## src/sv/dqr_pkg.sv

```systemverilog
// Shared constants and helpers for the DNS query-to-A-reply rewriter.
package dqr_pkg;

    localparam int CFG_W       = 32;
    localparam int CFG_IDX_W   = 1;
    localparam int BYTE_W      = 8;

    localparam logic [CFG_IDX_W-1:0] CFG_ANSWER_ADDRESS = 1'b0;
    localparam logic [CFG_IDX_W-1:0] CFG_ANSWER_TTL     = 1'b1;

    localparam logic [CFG_W-1:0] ADDRESS_RESET = 32'hC0A8_0401;
    localparam logic [CFG_W-1:0] TTL_RESET     = 32'd120;

    localparam int MAX_DATAGRAM_DEF = 128;
    localparam int REPLY_OVERHEAD   = 17;

    // QR and AA bits as seen in the third header byte
    localparam logic [BYTE_W-1:0] FLAGS_QR_AA = 8'h84;
    localparam logic [BYTE_W-1:0] FLAG_QR     = 8'h80;
    localparam logic [BYTE_W-1:0] NAME_PTR_HI = 8'hC0;
    localparam logic [BYTE_W-1:0] NAME_PTR_LO = 8'h0C;

    localparam int IDX_W   = 5;
    localparam logic [IDX_W-1:0] HDR_LEN = 5'd6;
    localparam logic [IDX_W-1:0] ANS_LEN = 5'd17;

    localparam int HDR_BYTES = 6;

    // Answer record bytes after the last question byte (index 0)
    function automatic logic [BYTE_W-1:0] answer_byte(
        input logic [IDX_W-1:0] idx,
        input logic [CFG_W-1:0] ttl,
        input logic [CFG_W-1:0] addr
    );
        logic [BYTE_W-1:0] v;
        case (idx)
            5'd1:    v = NAME_PTR_HI;
            5'd2:    v = NAME_PTR_LO;
            5'd3:    v = 8'h00;
            5'd4:    v = 8'h01;
            5'd5:    v = 8'h00;
            5'd6:    v = 8'h01;
            5'd7:    v = ttl[31:24];
            5'd8:    v = ttl[23:16];
            5'd9:    v = ttl[15:8];
            5'd10:   v = ttl[7:0];
            5'd11:   v = 8'h00;
            5'd12:   v = 8'h04;
            5'd13:   v = addr[31:24];
            5'd14:   v = addr[23:16];
            5'd15:   v = addr[15:8];
            5'd16:   v = addr[7:0];
            default: v = 8'h00;
        endcase
        return v;
    endfunction

endpackage

```

## src/sv/dns_query_to_fixed_a_reply_top.sv

```systemverilog
// DNS query-to-A-reply rewriter: parser, reply sequencer and output register.
//
//  channel | direction | handshake          | payload
//  --------+-----------+--------------------+-------------------------------------------
//  in      | to block  | i_valid / o_stall  | i_data_byte, i_end_of_datagram
//  out     | from blk  | o_valid / i_stall  | o_reply_byte, o_last_of_reply, o_malformed
//  cfg     | to block  | i_cfg_we           | i_cfg_index, i_cfg_data
//
// One datagram byte per cycle while o_stall is low; a reply byte passes from the job
// register to the output register. The sequencer emits one reply byte per cycle while
// i_stall is low, so the sixth header byte and the byte closing the question hold the
// input during their bursts. i_stall holds the output register and the sequencer; the
// input stalls while a job's last byte is not yet popped. Synchronous active-low reset.
module dns_query_to_fixed_a_reply_top #(
    parameter int MAX_DATAGRAM = dqr_pkg::MAX_DATAGRAM_DEF
) (
    input  logic                          i_clk,
    input  logic                          i_rst_n,
    input  logic                          i_valid,
    output logic                          o_stall,
    input  logic [7:0]                    i_data_byte,
    input  logic                          i_end_of_datagram,
    output logic                          o_valid,
    input  logic                          i_stall,
    output logic [7:0]                    o_reply_byte,
    output logic                          o_last_of_reply,
    output logic                          o_malformed,
    input  logic                          i_cfg_we,
    input  logic [dqr_pkg::CFG_IDX_W-1:0] i_cfg_index,
    input  logic [dqr_pkg::CFG_W-1:0]     i_cfg_data
);
    import dqr_pkg::*;

    localparam int POS_W = $clog2(MAX_DATAGRAM + 1);
    localparam logic [POS_W-1:0] POS_MAX   = POS_W'(MAX_DATAGRAM);
    localparam logic [POS_W-1:0] POS_LIMIT = POS_W'(MAX_DATAGRAM - REPLY_OVERHEAD);

    localparam logic [2:0] PH_HEADER  = 3'd0;
    localparam logic [2:0] PH_FIXED   = 3'd1;
    localparam logic [2:0] PH_LABLEN  = 3'd2;
    localparam logic [2:0] PH_LABEL   = 3'd3;
    localparam logic [2:0] PH_TAIL    = 3'd4;
    localparam logic [2:0] PH_SWALLOW = 3'd5;

    localparam logic [1:0] JOB_SINGLE = 2'd0;
    localparam logic [1:0] JOB_HEADER = 2'd1;
    localparam logic [1:0] JOB_ANSWER = 2'd2;

    logic [CFG_W-1:0]  r_address;
    logic [CFG_W-1:0]  r_ttl;
    logic [POS_W-1:0]  r_pos, n_pos;
    logic [2:0]        r_phase, n_phase;
    logic [7:0]        r_lbl, n_lbl;
    logic [2:0]        r_tail, n_tail;
    logic [7:0]        r_hdr [HDR_BYTES];

    logic              r_job_valid;
    logic [1:0]        r_job_kind, n_job_kind;
    logic [IDX_W-1:0]  r_job_idx;
    logic [7:0]        r_job_byte, n_job_byte;
    logic              r_job_last, n_job_last;
    logic              r_job_bad, n_job_bad;
    logic              n_job_valid;

    logic              r_out_valid;
    logic [7:0]        r_out_byte;
    logic              r_out_last;
    logic              r_out_bad;

    logic              in_acc;
    logic              out_free;
    logic              pop_last;
    logic [IDX_W-1:0]  job_cnt;
    logic [7:0]        pop_byte;
    logic              pop_last_flag;
    logic              pop_bad;
    logic              hdr_we;
    logic              replying;
    logic              done;
    logic              bad;
    logic [7:0]        lbl_dec;
    logic [2:0]        tail_dec;

    // configuration
    always_ff @(posedge i_clk) begin
        if (!i_rst_n) begin
            r_address <= ADDRESS_RESET;
            r_ttl     <= TTL_RESET;
        end else if (i_cfg_we) begin
            case (i_cfg_index)
                CFG_ANSWER_ADDRESS: r_address <= i_cfg_data;
                CFG_ANSWER_TTL:     r_ttl     <= i_cfg_data;
                default: ;
            endcase
        end
    end

    // sequencer pop
    always_comb begin
        case (r_job_kind)
            JOB_HEADER: job_cnt = HDR_LEN;
            JOB_ANSWER: job_cnt = ANS_LEN;
            default:    job_cnt = 5'd1;
        endcase
    end

    assign out_free = !r_out_valid || !i_stall;
    assign pop_last = r_job_valid && out_free && (r_job_idx == job_cnt - 5'd1);
    assign o_stall  = r_job_valid && !pop_last;
    assign in_acc   = i_valid && !o_stall;

    always_comb begin
        pop_byte      = r_job_byte;
        pop_last_flag = 1'b0;
        pop_bad       = 1'b0;
        case (r_job_kind)
            JOB_HEADER: begin
                case (r_job_idx)
                    5'd0:    pop_byte = r_hdr[0];
                    5'd1:    pop_byte = r_hdr[1];
                    5'd2:    pop_byte = r_hdr[2] | FLAGS_QR_AA;
                    5'd3:    pop_byte = r_hdr[3];
                    5'd4:    pop_byte = r_hdr[4];
                    default: pop_byte = r_hdr[5];
                endcase
            end
            JOB_ANSWER: begin
                if (r_job_idx != 5'd0) begin
                    pop_byte = answer_byte(r_job_idx, r_ttl, r_address);
                end
                pop_last_flag = (r_job_idx == ANS_LEN - 5'd1);
            end
            default: begin
                pop_last_flag = r_job_last;
                pop_bad       = r_job_bad;
            end
        endcase
    end

    // parser
    assign lbl_dec  = (r_lbl != 8'd0) ? r_lbl - 8'd1 : 8'd0;
    assign tail_dec = (r_tail != 3'd0) ? r_tail - 3'd1 : 3'd0;

    always_comb begin
        n_phase     = r_phase;
        n_lbl       = r_lbl;
        n_tail      = r_tail;
        n_job_valid = 1'b0;
        n_job_kind  = JOB_SINGLE;
        n_job_byte  = i_data_byte;
        n_job_last  = 1'b0;
        n_job_bad   = 1'b0;
        hdr_we      = 1'b0;
        replying    = 1'b0;
        done        = 1'b0;
        bad         = 1'b0;
        case (r_phase)
            PH_HEADER: begin
                hdr_we = (r_pos < POS_W'(HDR_BYTES));
                if (r_pos >= POS_W'(5)) begin
                    if (((r_hdr[2] & FLAG_QR) != 8'd0) || ((r_hdr[4] | i_data_byte) == 8'd0)) begin
                        n_phase = PH_SWALLOW;
                    end else begin
                        replying = 1'b1;
                        if (r_pos > POS_LIMIT) begin
                            bad = 1'b1;
                        end else begin
                            n_job_valid = 1'b1;
                            n_job_kind  = JOB_HEADER;
                            n_phase     = PH_FIXED;
                        end
                    end
                end else begin
                    replying = 1'b1;
                end
            end
            PH_FIXED, PH_LABLEN, PH_LABEL, PH_TAIL: begin
                replying = 1'b1;
                if (r_pos > POS_LIMIT) begin
                    bad = 1'b1;
                end else begin
                    n_job_valid = 1'b1;
                    case (r_phase)
                        PH_FIXED: begin
                            if (r_pos == POS_W'(6)) begin
                                n_job_byte = r_hdr[4];
                            end else if (r_pos == POS_W'(7)) begin
                                n_job_byte = r_hdr[5];
                            end
                            if (r_pos >= POS_W'(11)) begin
                                n_phase = PH_LABLEN;
                            end
                        end
                        PH_LABLEN: begin
                            if (i_data_byte == 8'd0) begin
                                n_phase = PH_TAIL;
                                n_tail  = 3'd4;
                            end else begin
                                n_lbl   = i_data_byte;
                                n_phase = PH_LABEL;
                            end
                        end
                        PH_LABEL: begin
                            n_lbl = lbl_dec;
                            if (lbl_dec == 8'd0) begin
                                n_phase = PH_LABLEN;
                            end
                        end
                        default: begin
                            n_tail = tail_dec;
                            if (tail_dec == 3'd0) begin
                                n_job_kind = JOB_ANSWER;
                                done       = 1'b1;
                                n_phase    = PH_SWALLOW;
                            end
                        end
                    endcase
                end
            end
            default: n_phase = PH_SWALLOW;
        endcase

        if (replying && (bad || (i_end_of_datagram && !done))) begin
            n_job_valid = 1'b1;
            n_job_kind  = JOB_SINGLE;
            n_job_byte  = 8'd0;
            n_job_last  = 1'b1;
            n_job_bad   = 1'b1;
            n_phase     = PH_SWALLOW;
        end

        n_pos = (r_pos < POS_MAX) ? r_pos + POS_W'(1) : r_pos;

        if (i_end_of_datagram) begin
            n_pos   = '0;
            n_phase = PH_HEADER;
            n_lbl   = 8'd0;
            n_tail  = 3'd0;
        end
    end

    always_ff @(posedge i_clk) begin
        if (!i_rst_n) begin
            r_pos   <= '0;
            r_phase <= PH_HEADER;
            r_lbl   <= 8'd0;
            r_tail  <= 3'd0;
        end else if (in_acc) begin
            r_pos   <= n_pos;
            r_phase <= n_phase;
            r_lbl   <= n_lbl;
            r_tail  <= n_tail;
        end
    end

    always_ff @(posedge i_clk) begin
        if (in_acc && hdr_we) begin
            r_hdr[r_pos[2:0]] <= i_data_byte;
        end
    end

    // job register
    always_ff @(posedge i_clk) begin
        if (!i_rst_n) begin
            r_job_valid <= 1'b0;
        end else if (in_acc) begin
            r_job_valid <= n_job_valid;
        end else if (pop_last) begin
            r_job_valid <= 1'b0;
        end
    end

    always_ff @(posedge i_clk) begin
        if (in_acc) begin
            r_job_kind <= n_job_kind;
            r_job_idx  <= '0;
            r_job_byte <= n_job_byte;
            r_job_last <= n_job_last;
            r_job_bad  <= n_job_bad;
        end else if (r_job_valid && out_free) begin
            r_job_idx <= r_job_idx + 5'd1;
        end
    end

    // output register
    always_ff @(posedge i_clk) begin
        if (!i_rst_n) begin
            r_out_valid <= 1'b0;
        end else if (out_free) begin
            r_out_valid <= r_job_valid;
        end
    end

    always_ff @(posedge i_clk) begin
        if (out_free) begin
            r_out_byte <= pop_byte;
            r_out_last <= pop_last_flag;
            r_out_bad  <= pop_bad;
        end
    end

    assign o_valid         = r_out_valid;
    assign o_reply_byte    = r_out_byte;
    assign o_last_of_reply = r_out_last;
    assign o_malformed     = r_out_bad;

    a_malformed_ends: assert property (@(posedge i_clk) disable iff (!i_rst_n)
        (o_valid && o_malformed) |-> (o_last_of_reply && (o_reply_byte == 8'd0)))
        else $error("malformed item is not a zero final byte");

    a_job_idx_range: assert property (@(posedge i_clk) disable iff (!i_rst_n)
        r_job_valid |-> (r_job_idx < job_cnt))
        else $error("sequencer index past burst length");

    a_pos_range: assert property (@(posedge i_clk) disable iff (!i_rst_n)
        r_pos <= POS_MAX)
        else $error("byte position past limit");

    a_stall_only_busy: assert property (@(posedge i_clk) disable iff (!i_rst_n)
        o_stall |-> (r_job_valid && (r_job_kind != JOB_SINGLE || !out_free)))
        else $error("input stalled without a pending burst");

endmodule

```

## config.mk

```make
export PLATFORM = sky130hd
export DESIGN_NAME = dns_query_to_fixed_a_reply_top
export DESIGN_NICKNAME = d
export VERILOG_FILES = /design/src/sv/dqr_pkg.sv /design/src/sv/dns_query_to_fixed_a_reply_top.sv
export SDC_FILE = /design/constraint.sdc
export NUM_CORES = 1
export LEC_CHECK = 0
export BUFFER_PORTS_ARGS = -buffer_cell sky130_fd_sc_hd__buf_2
export CAP_MARGIN = 20
export CORE_UTILIZATION = 35
export DETAILED_ROUTE_END_ITERATION = 10
export SYNTH_ARGS = -nofsm -noshare
export SYNTH_HDL_FRONTEND = slang
export SYNTH_SLANG_ARGS = --single-unit
```

## constraint.sdc

```tcl
create_clock -name i_clk -period 4.5 [get_ports i_clk]
set_input_delay 1.35 -clock i_clk [delete_from_list [all_inputs] [get_ports i_clk]]
set_output_delay 1.35 -clock i_clk [all_outputs]
set_load 0.05 [all_outputs]
```

==> flow_summary.ini <==
[status]
run_status = completed

[global_route]
grtUsageTotal = 0.188
gr-max-usage-layer = met2
antenna_found_initial = 1
grt_use_met1 = 0.267
met3_usage = 0.0358
grt_start_max_net_pins = 57
grt_pass1_wl_um = 31900
met2_usage = 0.288
grt_overflow = 0
grt_pass1_vias = 5637

[worst_setup_path]
crit_slowest_cell = dfxtp_1
crit_family = flip-flops
arrival_ns = 2.56
crit_path_end_kind = primary output
path_class = reg2out
crit_chain = a41oi_1 > o41ai_4 > inv_1 > buf_2
rrSetupSlack_ns = 1.27
max_stage_delay_ns = 0.91
critPathMaxFanout = 22
start_kind = flip-flop
cp.buffers_inverters = 2
crit_required_ns = 3.15

[synth]
synthFlopType = dfxtp_1
yosysWarningCount = 0
yosysSeqAreaShare = 0.508
synth_area_per_cell_sq_um = 9.55
syn-num-nets = 868
async_flop_share = 0
synth_area_sq_mm = 0.00769
synth_seq_cells = 161
syn_inst = 805
netlist-cell-type-count = 69
synth_edf_count = 68

[cells_and_area]
antenna_cells = 0
nNetsFinal = 919
final_cell_mix = nand2_1 (166), dfxtp_1 (93), edfxtp_1 (68), buf_2 (58), a21boi_0 (53)
drive_gt1_frac = 0.144
final_common_cell = nand2_1
syn2layout_area_growth_pct = 15.0
stdcell_count = 1144

[route]
wirelength_um = 20400
drc = 0
viasPerCell = 5.43
drt_iter0_drc = 639
vias = 6215
dr.pass1.iters = 5
ant_nets = 0
post_drt_wl_per_cell_um = 17.8

[sta]
rsz0062_at_grt = no
slew_violations = 0
tightest_slew_ns = 1.00
finalHoldViolCount = 0
setup_viol = 0
setup-tns-final_ns = 0
clock.fmax_mhz = 256
worst_clock_skew_ns = 0.00856
slew_headroom = 0.331
hold_slack_ns = 0.468
post-route-min-period_ns = 3.91
post-route-period-util = 0.868

[cts]
clkSlewWorstSetupHoldPaths_ns = 0.06
clockRootBuffer = clkbuf_16
ctsHoldBuffers = 0
cts_tree = yes
htree_levels = 4
ctsResizeCount = 0
insertion_delay_ns = 0.44
numCtsBuffers = 17
clk_path_buf_depth = 2
postCtsSetupBuffers = 0
clock-sinks = 161

[pwr]
p_leak_uw = 0.00326
power.density_mw_per_mm2 = 409
ir_drop_mv = 0.213

[floorplanning]
fp.coreArea_sq_mm = 0.0213
die_x_um = 150
die-height_um = 150
die_area_sq_mm = 0.0226
rows = 53
start_util = 0.361
io_pins = 59

[place]
place.gp.congestion = 0.829
place_inst = 1112
dp_hpwl_um = 14000
portBuffers = 58

[run]
cap_violations = 0

[hold_path]
hp-class = reg2reg
[cell families (layout without fill, tap and decap cells)]
| group | count (synthesis) | in the layout | synth area share |
|---|---|---|---|
| AO/OA/AOI/OAI | 205 | 205 | 0.200 |
| adder cells (fa/ha/maj) | 16 | 16 | 0.0260 |
| multiplexers | 14 | 14 | 0.0187 |
| XOR/XNOR | 10 | 10 | 0.0114 |
| AND/OR/NAND/NOR | 332 | 332 | 0.201 |
| flip-flops | 161 | 161 | 0.508 |
| buffers and inverters | 67 | 131 | 0.0348 |
[through the flow]
step	setup WS, ns	util	power [uW]	instance area (sq um)
4_1_cts	0.627	0.415	3630	8840
5_1_grt	0.418	0.415	3750	8840
6_report	0.593	0.415	3610	8840
2_1_floorplan	1.01	-	2070	7690
3_3_place_gp	0.787	0.389	2250	8280
3_5_place_dp	0.811	0.389	2260	8280
[synth_stat cells, drive strengths merged (4+ instances only)]
cell    number  area, sq um
a211oi       8         72.6
a21boi      55          413
a21oi       25          125
a221o        6         60.1
a221oi      10         87.6
a222oi       8         80.1
a22o         5         43.8
a22oi       33          248
a31oi       12         81.3
and2         8         50.1
buf          7         42.5
clkbuf      36          135
dfxtp       93         1860
edfxtp      68         2040
ha          16          200
inv         24         90.1
mux2i       11          110
nand2      166          623
nand2b      10         62.6
nand3       29          150
nand3b       4         30.0
nand4        5         31.3
nor2        48          201
nor2b       14         87.6
nor3        19          110
nor3b        5         37.5
nor4        15          100
o21ai       17         88.8
xor2         7         61.3
[power by group]
part	internal (uW)	switching, uW	total, uW
registers	1610	50.1	1660
logic	188	378	566
clock network	763	621	1380
[final cells by class]
| type | instances | area [sq um] |
|---|---|---|
| Clock buffer | 20 | 468 |
| Multi-Input combinational cell | 577 | 3520 |
| Sequential cell | 161 | 3900 |
| Tap cell | 275 | 344 |
| Clock inverter | 12 | 95.1 |
| Fill cell | 2091 | 12400 |
| Timing Repair Buffer | 75 | 418 |
| Inverter | 24 | 90.1 |
[metal layers]
layer,vias to the layer above,part of all wire
met5,-,0.00064
met3,20,0.054
met2,174,0.46
li1,3039,-
met4,2,0.013
met1,2980,0.47
[worst reg2reg max path, delay by kind of cell, from the launching register on]
family	cells	cell delay, ns
flops	1	0.91
compound gates	3	1.20
simple gates	3	0.93
[flip-flops by register name, summed over array words and instances, names as in the netlist, 2 cells and up]
name and cells:
r_hdr 47, r_address 32, r_ttl 32, o_reply_byte 8, r_job_byte 8, r_lbl 8
r_pos 8, r_job_idx 5, r_phase 3, r_tail 3, r_job_kind 2
[path summary, 6_finish.rpt]
path | to | start | cells past startpoint
max | o_stall | r_job_idx[2] | 4
min | r_ttl[14] | r_ttl[14] | 2
max reg2reg | o_reply_byte[2] | r_job_idx[2] | 6
min reg2reg | r_ttl[14] | r_ttl[14] | 2
No activity file was read; power rests on OpenSTA's default activity.
